--- config.mk ---
export PLATFORM = sky130hd
export DESIGN_NAME = gaussian_coeff_encoder
export DESIGN_NICKNAME = d
export VERILOG_FILES = /design/src/hdl/gce_pkg.sv /design/src/hdl/gce_front.sv /design/src/hdl/gce_queue.sv /design/src/hdl/gce_back.sv /design/src/hdl/gaussian_coeff_encoder.sv
export SDC_FILE = /design/constraint.sdc
export NUM_CORES = 1
export LEC_CHECK = 0
export BUFFER_PORTS_ARGS = -buffer_cell sky130_fd_sc_hd__buf_2
export CORE_MARGIN = 5
export CORE_UTILIZATION = 50
export CTS_CLUSTER_DIAMETER = 100
export DETAILED_ROUTE_END_ITERATION = 8
export GPL_ROUTABILITY_DRIVEN = 0
export MAX_ROUTING_LAYER = met4
export PLACE_DENSITY = 0.66
export SYNTH_ARGS = -nofsm -noshare
export SYNTH_HDL_FRONTEND = slang
export SYNTH_SLANG_ARGS = --single-unit
--- constraint.sdc ---
create_clock -name clock -period 28.2 [get_ports clock]
set_clock_uncertainty 0.2 [all_clocks]
set_input_delay 0 -clock clock [delete_from_list [all_inputs] [get_ports clock]]
set_output_delay 0 -clock clock [all_outputs]
set_load 0.01 [all_outputs]
--- src/hdl/gce_pkg.sv ---
// Shared types and constants for the coefficient encoder.
package gce_pkg;

   localparam int LOW_BITS      = 7;
   localparam int MAX_CODE_BITS = 25;
   localparam int MAX_BYTES     = 6;
   localparam int CODE_W        = $clog2(MAX_CODE_BITS);
   localparam int COUNT_W       = $clog2(MAX_BYTES + 1);
   localparam int LOW_BUF_W     = 2 * LOW_BITS;
   localparam int LOW_CNT_W     = 3;
   localparam int UNARY_BUF_W   = 7;
   localparam int UNARY_OFF_W   = 3;
   localparam int GROUP_W       = 3;
   localparam int TOTAL_W       = 20;
   localparam int QUEUE_DEPTH   = 4;
   localparam int QPTR_W        = $clog2(QUEUE_DEPTH);
   localparam int QCNT_W        = $clog2(QUEUE_DEPTH + 1);

   localparam logic REGION_LOW   = 1'b0;
   localparam logic REGION_UNARY = 1'b1;

   typedef struct packed {
      logic       region;
      logic [7:0] data;
   } byte_type;

   // All bytes one request produces, in output order
   typedef struct packed {
      byte_type [MAX_BYTES-1:0] bytes;
      logic [COUNT_W-1:0]       count;
      logic                     last;
      logic                     err;
   } desc_type;

endpackage

--- src/hdl/gce_front.sv ---
// Front end: splits each coefficient, packs low and unary bits, builds a byte list.
module gce_front import gce_pkg::*; (
   input  logic        clock,
   input  logic        reset,
   input  logic        accept,
   input  logic [15:0] coefficient,
   input  logic        end_of_vector,
   output logic        desc_push,
   output desc_type    desc
);

   logic [LOW_BUF_W-1:0]   lb_ff, lb_in;
   logic [LOW_CNT_W-1:0]   lc_ff, lc_in;
   logic [UNARY_BUF_W-1:0] ub_ff, ub_in;
   logic [UNARY_OFF_W-1:0] uoff_ff, uoff_in;
   logic [GROUP_W-1:0]     grp_ff, grp_in;
   logic                   err_ff, err_in;

   logic signed [9:0] hi_ext, hval, hmag;
   logic [10:0]       n_raw;
   logic              clip;
   logic [CODE_W-1:0] n;
   logic [LOW_BUF_W-1:0] lacc, lb_next;
   logic [LOW_CNT_W:0]   lsum;
   logic [LOW_CNT_W-1:0] lc_next;
   logic                 lemit;
   logic [5:0]  pos, bits;
   logic [2:0]  nbytes;
   logic [2:0]  left;
   logic [39:0] uacc, ushift;
   logic [7:0]  uleft;
   logic [6:0]  cand_v;
   byte_type [6:0] cand_b;
   logic [COUNT_W-1:0] cnt;

   always_ff @(posedge clock) begin
      if (reset) begin
         lb_ff   <= '0;
         lc_ff   <= '0;
         ub_ff   <= '0;
         uoff_ff <= '0;
         grp_ff  <= '0;
         err_ff  <= 1'b0;
      end else begin
         lb_ff   <= lb_in;
         lc_ff   <= lc_in;
         ub_ff   <= ub_in;
         uoff_ff <= uoff_in;
         grp_ff  <= grp_in;
         err_ff  <= err_in;
      end
   end

   always_comb begin
      // high part: v = h*128 + l, sign flipped when l is non-negative
      hi_ext = {coefficient[15], coefficient[15:7]};
      if (coefficient[LOW_BITS-1]) hval = hi_ext + 10'sd1;
      else                         hval = -hi_ext;
      hmag = -hval;
      if (hval[9]) n_raw = {hmag, 1'b0} - 11'd1;
      else         n_raw = {hval, 1'b0};
      clip = n_raw >= 11'(MAX_CODE_BITS);
      n    = clip ? CODE_W'(MAX_CODE_BITS - 1) : n_raw[CODE_W-1:0];

      // low part packing
      lacc    = lb_ff | (LOW_BUF_W'(coefficient[LOW_BITS-1:0]) << lc_ff);
      lsum    = {1'b0, lc_ff} + (LOW_CNT_W+1)'(LOW_BITS);
      lemit   = lsum >= (LOW_CNT_W+1)'(8);
      lb_next = lemit ? (lacc >> 8) : lacc;
      lc_next = lemit ? LOW_CNT_W'(lsum - (LOW_CNT_W+1)'(8)) : lsum[LOW_CNT_W-1:0];

      // unary code: n zeros then a one, after the pending bits
      pos    = 6'(n) + 6'(uoff_ff);
      bits   = pos + 6'd1;
      nbytes = bits[5:3];
      left   = bits[2:0];
      uacc   = 40'(ub_ff) | (40'd1 << pos);
      ushift = uacc >> {nbytes, 3'b000};
      uleft  = ushift[7:0];

      cand_v[0] = lemit;
      cand_b[0] = '{region: REGION_LOW, data: lacc[7:0]};
      for (int j = 0; j < 4; j++) begin
         cand_v[j+1] = nbytes > 3'(j);
         cand_b[j+1] = '{region: REGION_UNARY, data: uacc[8*j +: 8]};
      end
      cand_v[5] = end_of_vector && (lc_next != '0);
      cand_b[5] = '{region: REGION_LOW, data: lb_next[7:0]};
      cand_v[6] = end_of_vector && (left != '0);
      cand_b[6] = '{region: REGION_UNARY, data: uleft};

      desc = '0;
      cnt  = '0;
      for (int k = 0; k < 7; k++) begin
         if (cand_v[k] && (cnt < COUNT_W'(MAX_BYTES))) begin
            desc.bytes[cnt] = cand_b[k];
            cnt = cnt + COUNT_W'(1);
         end
      end
      desc.count = cnt;
      desc.last  = end_of_vector;
      desc.err   = err_ff | clip | (end_of_vector && (grp_ff != '1));
      desc_push  = accept && (cnt != '0);

      lb_in   = lb_ff;
      lc_in   = lc_ff;
      ub_in   = ub_ff;
      uoff_in = uoff_ff;
      grp_in  = grp_ff;
      err_in  = err_ff;
      if (accept) begin
         if (end_of_vector) begin
            lb_in   = '0;
            lc_in   = '0;
            ub_in   = '0;
            uoff_in = '0;
            grp_in  = '0;
            err_in  = 1'b0;
         end else begin
            lb_in   = lb_next;
            lc_in   = lc_next;
            ub_in   = uleft[UNARY_BUF_W-1:0];
            uoff_in = left;
            grp_in  = grp_ff + GROUP_W'(1);
            err_in  = desc.err;
         end
      end
   end

endmodule

--- src/hdl/gce_queue.sv ---
// Short queue of byte lists between front and back end.
module gce_queue import gce_pkg::*; (
   input  logic     clock,
   input  logic     reset,
   input  logic     push,
   input  desc_type push_desc,
   input  logic     pop,
   output logic     full,
   output logic     head_valid,
   output desc_type head
);

   desc_type           mem_ff [QUEUE_DEPTH];
   logic [QPTR_W-1:0]  wr_ff, wr_in;
   logic [QPTR_W-1:0]  rd_ff, rd_in;
   logic [QCNT_W-1:0]  cnt_ff, cnt_in;
   logic               do_push, do_pop;

   always_ff @(posedge clock) begin
      if (reset) begin
         wr_ff  <= '0;
         rd_ff  <= '0;
         cnt_ff <= '0;
      end else begin
         wr_ff  <= wr_in;
         rd_ff  <= rd_in;
         cnt_ff <= cnt_in;
      end
   end

   always_ff @(posedge clock) begin
      if (do_push) mem_ff[wr_ff] <= push_desc;
   end

   always_comb begin
      full       = cnt_ff == QCNT_W'(QUEUE_DEPTH);
      head_valid = cnt_ff != '0;
      head       = mem_ff[rd_ff];
      do_push    = push && !full;
      do_pop     = pop && head_valid;
      wr_in      = do_push ? wr_ff + QPTR_W'(1) : wr_ff;
      rd_in      = do_pop ? rd_ff + QPTR_W'(1) : rd_ff;
      cnt_in     = cnt_ff + QCNT_W'(do_push) - QCNT_W'(do_pop);
   end

endmodule

--- src/hdl/gce_back.sv ---
// Back end: walks each byte list into the output register, counts bytes per vector.
module gce_back import gce_pkg::*; (
   input  logic               clock,
   input  logic               reset,
   input  logic               head_valid,
   input  desc_type           head,
   output logic               head_pop,
   input  logic               pop,
   output logic               empty,
   output logic               region,
   output logic [7:0]         data_byte,
   output logic               final_byte,
   output logic               code_error,
   output logic [TOTAL_W-1:0] total_bytes
);

   logic [COUNT_W-1:0] idx_ff, idx_in;
   logic [TOTAL_W-1:0] cnt_ff, cnt_in;
   logic               ov_ff, ov_in;
   byte_type           ob_ff, ob_in;
   logic               ofin_ff, ofin_in;
   logic               oerr_ff, oerr_in;
   logic [TOTAL_W-1:0] otot_ff, otot_in;
   logic               advance, emit, is_end, is_final;
   logic [TOTAL_W-1:0] cnt_inc;

   always_ff @(posedge clock) begin
      if (reset) begin
         idx_ff <= '0;
         cnt_ff <= '0;
         ov_ff  <= 1'b0;
      end else begin
         idx_ff <= idx_in;
         cnt_ff <= cnt_in;
         ov_ff  <= ov_in;
      end
   end

   always_ff @(posedge clock) begin
      ob_ff   <= ob_in;
      ofin_ff <= ofin_in;
      oerr_ff <= oerr_in;
      otot_ff <= otot_in;
   end

   always_comb begin
      advance  = !ov_ff || pop;
      emit     = head_valid && advance;
      is_end   = idx_ff == (head.count - COUNT_W'(1));
      is_final = is_end && head.last;
      cnt_inc  = cnt_ff + TOTAL_W'(1);
      head_pop = emit && is_end;

      idx_in  = idx_ff;
      cnt_in  = cnt_ff;
      ov_in   = pop ? 1'b0 : ov_ff;
      ob_in   = ob_ff;
      ofin_in = ofin_ff;
      oerr_in = oerr_ff;
      otot_in = otot_ff;
      if (emit) begin
         idx_in  = is_end ? '0 : idx_ff + COUNT_W'(1);
         cnt_in  = is_final ? '0 : cnt_inc;
         ov_in   = 1'b1;
         ob_in   = head.bytes[idx_ff];
         ofin_in = is_final;
         oerr_in = head.err;
         otot_in = is_final ? cnt_inc : '0;
      end

      empty       = !ov_ff;
      region      = ob_ff.region;
      data_byte   = ob_ff.data;
      final_byte  = ofin_ff;
      code_error  = oerr_ff;
      total_bytes = otot_ff;
   end

endmodule

--- src/hdl/gaussian_coeff_encoder.sv ---
// Top level of the split low-bit / unary high-part coefficient encoder.
//
//   Channel  Ports                                  Moves
//   request  push, full, req_*                      one coefficient and end flag
//   response empty, pop, rsp_*                      one encoded byte
//
// The front end takes a request every cycle while the internal queue has room.
// The back end sends one byte per cycle while the response port is popped, and a
// request yields 0 to 6 bytes.
// Reset is synchronous and clears all packing state, counters and the queue.
// A stalled response port fills the output register, then the queue (4 lists),
// then raises full.
module gaussian_coeff_encoder import gce_pkg::*; (
   input  logic               clock,
   input  logic               reset,
   input  logic               push,
   output logic               full,
   input  logic [15:0]        req_coefficient,
   input  logic               req_end_of_vector,
   output logic               empty,
   input  logic               pop,
   output logic               rsp_region,
   output logic [7:0]         rsp_data_byte,
   output logic               rsp_final_byte,
   output logic               rsp_code_error,
   output logic [TOTAL_W-1:0] rsp_total_bytes
);

   logic     accept;
   logic     desc_push;
   desc_type desc;
   logic     head_valid;
   desc_type head;
   logic     head_pop;

   assign accept = push && !full;

   gce_front u_front (
      .clock         (clock),
      .reset         (reset),
      .accept        (accept),
      .coefficient   (req_coefficient),
      .end_of_vector (req_end_of_vector),
      .desc_push     (desc_push),
      .desc          (desc)
   );

   gce_queue u_queue (
      .clock      (clock),
      .reset      (reset),
      .push       (desc_push),
      .push_desc  (desc),
      .pop        (head_pop),
      .full       (full),
      .head_valid (head_valid),
      .head       (head)
   );

   gce_back u_back (
      .clock       (clock),
      .reset       (reset),
      .head_valid  (head_valid),
      .head        (head),
      .head_pop    (head_pop),
      .pop         (pop),
      .empty       (empty),
      .region      (rsp_region),
      .data_byte   (rsp_data_byte),
      .final_byte  (rsp_final_byte),
      .code_error  (rsp_code_error),
      .total_bytes (rsp_total_bytes)
   );

endmodule

==> results of run 1 <==
-- layer usage --
layer,up-vias,share of wire [%]
met4,0,3.7
met3,100,6.4
li1,6062,-
met5,-,0
met1,6474,43
met2,530,47
-- logic make-up (layout without fill, tap and decap cells) --
| group | after synthesis | after routing | synth area share, % |
|---|---|---|---|
| XOR/XNOR | 50 | 50 | 2.65 |
| flip-flops | 331 | 331 | 51.4 |
| AND/OR/NAND/NOR | 503 | 503 | 13.2 |
| adder cells (fa/ha/maj) | 36 | 36 | 2.57 |
| buffers and inverters | 149 | 190 | 3.27 |
| AO/OA/AOI/OAI | 365 | 365 | 14.4 |
| multiplexers | 141 | 141 | 12.5 |
-- state kept, by name (all words and copies together) (netlist names), 2 cells and up, named ones only --
register            cells
u_back.cnt_ff          20
u_queue.wr_ff           2
u_back.idx_ff           3
u_queue.cnt_ff          3
u_front.lb_ff          14
u_queue.rd_ff           2
u_back.total_bytes     20
u_front.ub_ff           7
u_front.grp_ff          3
u_queue.mem_ff        236
u_front.uoff_ff         3
u_back.data_byte        8
u_front.lc_ff           3
-- cell type report --
type	count	share of cell area, %
repair buffers	74	2.19
multi-input cells	1095	41.3
clock buffers	43	4.66
flip-flops and latches	331	46.8
clock inverters	20	1.16
inverters	53	1.00
well taps	461	2.90
-- layout by cell type, fill, tap and decap left out, drive strengths merged, types with 34 or more instances in the layout --
cell,Yosys,routed
a21oi,71,71
buf,30,69
clkbuf,66,43
dfxtp,64,64
edfxtp,267,267
ha,34,34
inv,52,53
mux2i,68,68
mux4,67,67
nand2,116,116
nand3,47,47
nor2,175,175
nor3,54,54
o21ai,64,64
o22ai,37,37
-- Yosys cell counts (all sizes together) (6+ instances only) --
library cell,instances
a211o,6
a211oi,16
a21boi,6
a21o,15
a21oi,71
a22oi,28
a31oi,25
a32oi,9
and2,23
and3,22
and4,7
buf,30
clkbuf,66
dfxtp,64
edfxtp,267
ha,34
inv,52
mux2,6
mux2i,68
mux4,67
nand2,116
nand3,47
nand4,9
nor2,175
nor2b,11
nor3,54
nor4,8
o211ai,9
o21a,11
o21ai,64
o22ai,37
or2,7
or3,9
xnor2,28
xor2,20
-- worst max-delay path by stage --
stage | from | cells past startpoint | end | slack, ns
after floorplan | req_coefficient[7] | 45 | u_queue.mem_ff[0][0] | 17.53
after global placement | req_coefficient[7] | 42 | u_queue.mem_ff[0][44] | 16.69
after detailed placement | req_coefficient[6] | 45 | u_queue.mem_ff[1][44] | 16.24
after CTS | req_coefficient[6] | 45 | u_queue.mem_ff[0][17] | 16.73
after global routing | req_coefficient[6] | 45 | u_queue.mem_ff[1][29] | 15.43
final | req_coefficient[6] | 45 | u_queue.mem_ff[0][37] | 16.52
-- repair_timing --
| action | CTS | global route |
|---|---|---|
| endpoints found under the setup margin | 0 | 0 |
| hold buffers | 5 | 0 |
| hold endpoints to repair | 62 | 0 |
-- worst max-delay path: cells and delay by family --
| family | cells | cell delay (ns) |
|---|---|---|
| AO/OA/AOI/OAI | 15 | 3.44 |
| AND/OR/NAND/NOR | 14 | 3.18 |
| adder cells (fa/ha/maj) | 5 | 1.98 |
| XOR/XNOR | 3 | 0.84 |
| buffers and inverters | 8 | 2.13 |
-- per-stage QoR --
| step | std cells | hold slack, ns | cell area (sq um) | utilization, % |
|---|---|---|---|---|
| final | 2077 | 0.0514 | 19900 | 55.8 |
| after global routing | 2077 | 0.142 | 19900 | 55.8 |
| after CTS | 2077 | 0.0382 | 19900 | 55.8 |
| after detailed placement | 2009 | 0.0817 | 18700 | 52.4 |
| after global placement | 2009 | 0.0715 | 18700 | 52.4 |
| after floorplan | 1575 | -0.101 | 18100 | - |
-- power groups by stage --
stage	Combinational, mW	Sequential (mW)	Clock, mW
final	0.558	0.682	0.457
after global routing	0.608	0.691	0.488
after CTS	0.560	0.684	0.466
after detailed placement	0.556	0.692	0
after global placement	0.551	0.689	0
after floorplan	0.400	0.688	0
==> metrics, run 1 <==
outcome complete, no violations; leading post-synthesis cells by cell area edfxtp_1 44%, mux4_2 8.3%, dfxtp_1 7.1%; hold path depth 6; setup TNS 0 ns; hold path start req_coefficient[0]; Ys Warns 0; area of the multi-input gates 8220 sq um; share of layout cells above drive strength 1 15.0%; GR Util met2 35.0%; Die H 200 um; Worst Path Max Fanout 59; FP Rows 69; max incr delay on CP 0.80 ns; register area 9300 sq um; Die X 200 um; combinational group share of total power 32.9%; Syn Nets 1632; Worst Hold End u_front.lb_ff[0]; Vias/cell 6.34; kind of critical path input port to flip-flop; initial antenna violation count 0; Slew headroom 16.5%; gr busiest metal met2; synthesized area 18100 sq um; pre-CTS setup slack 16.24 ns; number of global-route vias before repair 12.6k; Power Internal 1.13 mW; CP Data Arrival Time 11.60 ns; number of hold violations in the final report 0; Max Slew Vio Count 0; EDFF count, synth 267; clock network latency to the later pin of the worst-skew pair 0.51 ns; CP required 28.12 ns; GR Util met3 2.39%; clock root cell clkbuf_16; clock power share 26.9%; total power 1.70 mW; switching share of power 33.3%; Yosys reg bits 331; fmax 85.6 MHz; Reg clk slew, reported paths 0.06 ns; DR iter-0 viols 1417; Crit. End Element flip-flop; R2R depth 34; HP Class input port to flip-flop; Yosys top cell area share 44.3%; gr ovfl total 0; number of remaining DRC errors 0; count of cell types in the netlist 100; Antenna diodes 0; WL final 45200 um; post-synthesis sequential area ratio 51.4%; post-synthesis async set-or-reset flop share 0%; vias post-DR 13.2k; Main synth FF type edfxtp_1; port bufs 53; 1st-pass router iterations 5; r2r startpoint u_front.uoff_ff[0]; Top Ports 54; Mapped Cells 1575; crit share post-route 41.4%; reg2reg end u_queue.mem_ff[0][37]; post-layout worst setup margin 16.52 ns; P_sw 0.564 mW; die footprint 40100 sq um; Leak 7.07 nW; syn_area_per_cell 11.5 sq um; total CTS buffers 35; final setup vio count 0; CTS sink cnt 331; Initial Utilization 50.8%; Seq pwr share 40.2%; H-tree levels 2; met1 Use GR 30.9%; minimum period implied by the final worst setup slack 11.68 ns; Area Overhead vs Synth 9.87%; slack of the worst reg-to-reg path 18.23 ns; Power per Cell Area 85.3 nW/um^2; leading area contributor after synthesis edfxtp_1; # Post-CTS Setup Buffers 0; first-pass GRT wire length 71200 um; CTS Buffer Depth 3; Slew @ Worst Pin 1.25 ns; number of fill cells in the layout 2995; largest net degree at the start of global routing 63; RSZ-0062 raised after global routing no; HPWL Detailed 31000 um; crit path launch type input port; CTS tree built; wire per inst 21.8 um; Core ar. 35700 sq um; peak supply drop 0.0475 mV; post-CTS resize count 0; ANT nets after route 0; Nets 1647; Total GRT Usage 22.5%; slowest cell on the critical path nor2_1; Max Cap Viol 0
Power figures use the tool's default switching activity.
==> run 2: changes to the inputs <==
--- a/config.mk
+++ b/config.mk
@@ -5,6 +5,7 @@
 export SDC_FILE = /design/constraint.sdc
 export NUM_CORES = 1
 export LEC_CHECK = 0
+export ABC_AREA = 1
 export BUFFER_PORTS_ARGS = -buffer_cell sky130_fd_sc_hd__buf_2
 export CORE_MARGIN = 5
 export CORE_UTILIZATION = 50
==> constraint.sdc (replaced) <==
create_clock -name clock -period 12 [get_ports clock]
set_clock_uncertainty 0.2 [all_clocks]
set_input_delay 0 -clock clock [delete_from_list [all_inputs] [get_ports clock]]
set_output_delay 0 -clock clock [all_outputs]
set_load 0.01 [all_outputs]
==> run 2 against run 1 <==
  * First-iteration DRC count fell by 1.4%
  * Critical endpoint is now u_queue.mem_ff[0][20]
  * Clock-buffer cell count grew 3
  * Highest routed layer unchanged
  * Routed wire length rose by 2.7%
  * Critical path depth rose by 5
  * Sequential power is 140% higher
  * Cell count up 21%
  * Sequential cell count unchanged
  * Power grew 140%
  * Die area shrank 1.9%
==> metrics, run 2 <==
clock network latency to the later pin of the worst-skew pair 0.51 ns (about the same); hold path depth 2 (-4); synthesized area 17700 sq um (-2.0%); Max Slew Vio Count 0 (unchanged); fmax 114 MHz; wire per inst 18.4 um (-15%); HP Class input port to flip-flop; Syn Nets 2056 (+26%); first-pass GRT wire length 74500 um (+4.6%); Nets 2088 (+27%); Crit. End Element flip-flop; Die X 198 um (-0.97%); initial antenna violation count 0 (unchanged); Total GRT Usage 24.1% (+1.7 points); post-synthesis async set-or-reset flop share 0% (unchanged); max FFs per register 236 (unchanged); die footprint 39300 sq um (-1.9%); Biggest register u_queue.mem_ff; minimum period implied by the final worst setup slack 8.79 ns; reg2reg end u_queue.mem_ff[0][20]; leading post-synthesis cells by cell area edfxtp_1 45%, nand2_1 8.1%, dfxtp_1 7.2%; Reg clk slew, reported paths 0.06 ns (about the same); WL final 46400 um (+2.7%); most frequent cells in the layout 381 x nand2_1, 270 x nor2_1, 267 x edfxtp_1; hold path start req_end_of_vector; post-CTS resize count 0 (unchanged); Yosys reg bits 331 (unchanged); total power 4.13 mW (+140%); CP Data Arrival Time 8.72 ns (-2.88 ns); share of layout cells above drive strength 1 10.5% (-4.4 points); 1st-pass router iterations 7 (+2); placed cell areas 18400 sq um (-1.7%); max incr delay on CP 0.73 ns (-0.07 ns); slack of the worst reg-to-reg path 4.98 ns (-13.25 ns); gr ovfl total 0 (unchanged); Ys Warns 0 (unchanged); vias post-DR 14.5k (+10%); Initial Utilization 50.2% (-0.55 points); CP required 11.93 ns (-16.19 ns); Top Ports 54 (unchanged); hold_ws 0.146 ns (+0.0943 ns); Max Cap Viol 0 (unchanged); peak supply drop 0.131 mV (+180%); crit path launch type input port; number of global-route vias before repair 13.8k (+9.6%); Vias/cell 5.77 (-9.0%); H-tree levels 2 (unchanged); Mapped Cells 1999 (+27%); most common cell after layout, fill and taps aside nand2_1; Die H 198 um (-0.97%); post-route cell area 19600 sq um (-1.5%); number of hold violations in the final report 0 (unchanged); slowest cell on the critical path buf_4; number of remaining DRC errors 0 (unchanged); count of cell types in the netlist 61 (-39%); RSZ-0062 raised after global routing no; total CTS buffers 36 (+2.9%); Main synth FF type edfxtp_1; R2R depth 35 (+2.9%); leading area contributor after synthesis edfxtp_1; dominant cell by count in the synthesized netlist nand2_1; CTS Buffer Depth 3 (unchanged); port bufs 53 (unchanged); post-layout worst setup margin 3.21 ns (-13.31 ns); final setup vio count 0 (unchanged); Yosys top cell area share 45.2% (+0.92 points); ANT nets after route 0 (unchanged); kind of critical path input port to flip-flop; Core ar. 35300 sq um (-0.97%); CTS sink cnt 331 (unchanged); EDFF count, synth 267 (unchanged); Worst Path Max Fanout 59 (unchanged); largest net degree at the start of global routing 100 (+59%); Area Overhead vs Synth 10.5%; setup TNS 0 ns (unchanged); post-synthesis sequential area ratio 52.4% (+1.1 points); Leak 7.36 nW (+4.1%); Worst Hold End u_queue.mem_ff[3][1]; Antenna diodes 0 (unchanged); pre-CTS setup slack 3.38 ns (-12.85 ns); r2r startpoint u_front.uoff_ff[0]; Slew @ Worst Pin 1.02 ns (-0.230 ns); crit share post-route 73.3%; CTS tree built; clock root cell clkbuf_16; commonest cells in the netlist 381 x nand2_1, 274 x nor2_1, 267 x edfxtp_1, 203 x o21ai_0, 170 x inv_1; HPWL Detailed 31100 um (+0.21%); Power per Cell Area 211 nW/um^2 (+150%); syn_area_per_cell 8.87 sq um (-23%); FP Rows 69 (unchanged); outcome complete, no violations; DR iter-0 viols 1397 (-1.4%); Slew headroom 31.8% (+15 points)
## run 2: changes by cell type after synthesis, moves of 22 or more
cell,change
o211ai_1,+24
o221ai_1,+36
mux4_2,-67
nand2_1,+265
o21ai_0,+145
mux2i_1,-66
and3_1,-22
o21ai_1,+39
inv_1,+120
nor3_1,-34
nor2_1,+101
nand3_1,+46
## run 2: logic make-up (layout without fill, tap and decap cells)
kind of cell / after synthesis / count (layout) / synth area share (%)
simple gates: 853 / 853 / 21.3
compound gates: 483 / 483 / 16.4
flops: 331 / 331 / 52.4
buf+inv: 272 / 330 / 6.02
fa+ha+maj: 36 / 36 / 2.62
xor+xnor: 22 / 22 / 1.09
mux: 2 / 2 / 0.113
## run 2: layout make-up
| cell class | instances | area, sq um |
|---|---|---|
| inverter | 188 | 708 |
| sequential | 331 | 9300 |
| clock inverter | 18 | 155 |
| fill | 3144 | 15700 |
| clock buffer | 46 | 948 |
| tap | 461 | 577 |
| multi-input combinational | 1396 | 7420 |
| timing repair buffer | 78 | 483 |
## run 2: repair_timing
action                    in CTS  in global routing
hold endpoints to repair      52                  0
setup buffers                  0                  0
hold buffers                  12                  0
## run 2: metrics by stage
step | util (%) | instances
6_report | 55.5 | 2518
5_1_grt | 55.5 | 2518
4_1_cts | 55.5 | 2518
3_5_place_dp | 52.0 | 2442
3_3_place_gp | 52.0 | 2442
2_1_floorplan | - | 1999
## run 2: metal layers
layer	wire length (um)	GRT usage [%]	up-vias
met5	0	-	-
met4	1090	6.61	0
met3	3450	3.51	92
met2	21300	37.4	564
met1	20600	33.6	6879
li1	-	-	6996
## run 2: power by group
| group | switching (mW) | total (mW) | leakage, nW | internal [mW] |
|---|---|---|---|---|
| combinational | 1.06 | 1.45 | 3.80 | 0.390 |
| clock | 0.439 | 1.04 | 0.532 | 0.604 |
| sequential | 0.0711 | 1.64 | 3.03 | 1.57 |
| total | 1.57 | 4.13 | 7.36 | 2.56 |
## run 2: critical path, delay by kind of cell
kind                     cells  cell delay [ns]
AO/OA/AOI/OAI                3             0.58
AND/OR/NAND/NOR             30             4.03
buffers and inverters       12             2.48
adder cells (fa/ha/maj)      5             1.54
## run 2: how the worst max path moves through the flow
stage / start / end / slack, ns / cells past startpoint
after detailed placement: req_coefficient[6] / u_queue.mem_ff[0][18] / 3.38 / 49
after global placement: req_coefficient[6] / u_queue.mem_ff[0][19] / 3.73 / 49
after global routing: req_coefficient[6] / u_queue.mem_ff[0][20] / 2.34 / 50
final: req_coefficient[6] / u_queue.mem_ff[0][20] / 3.21 / 50
after floorplan: req_coefficient[9] / u_queue.mem_ff[0][0] / 2.66 / 47
after CTS: req_coefficient[6] / u_queue.mem_ff[0][19] / 3.31 / 50
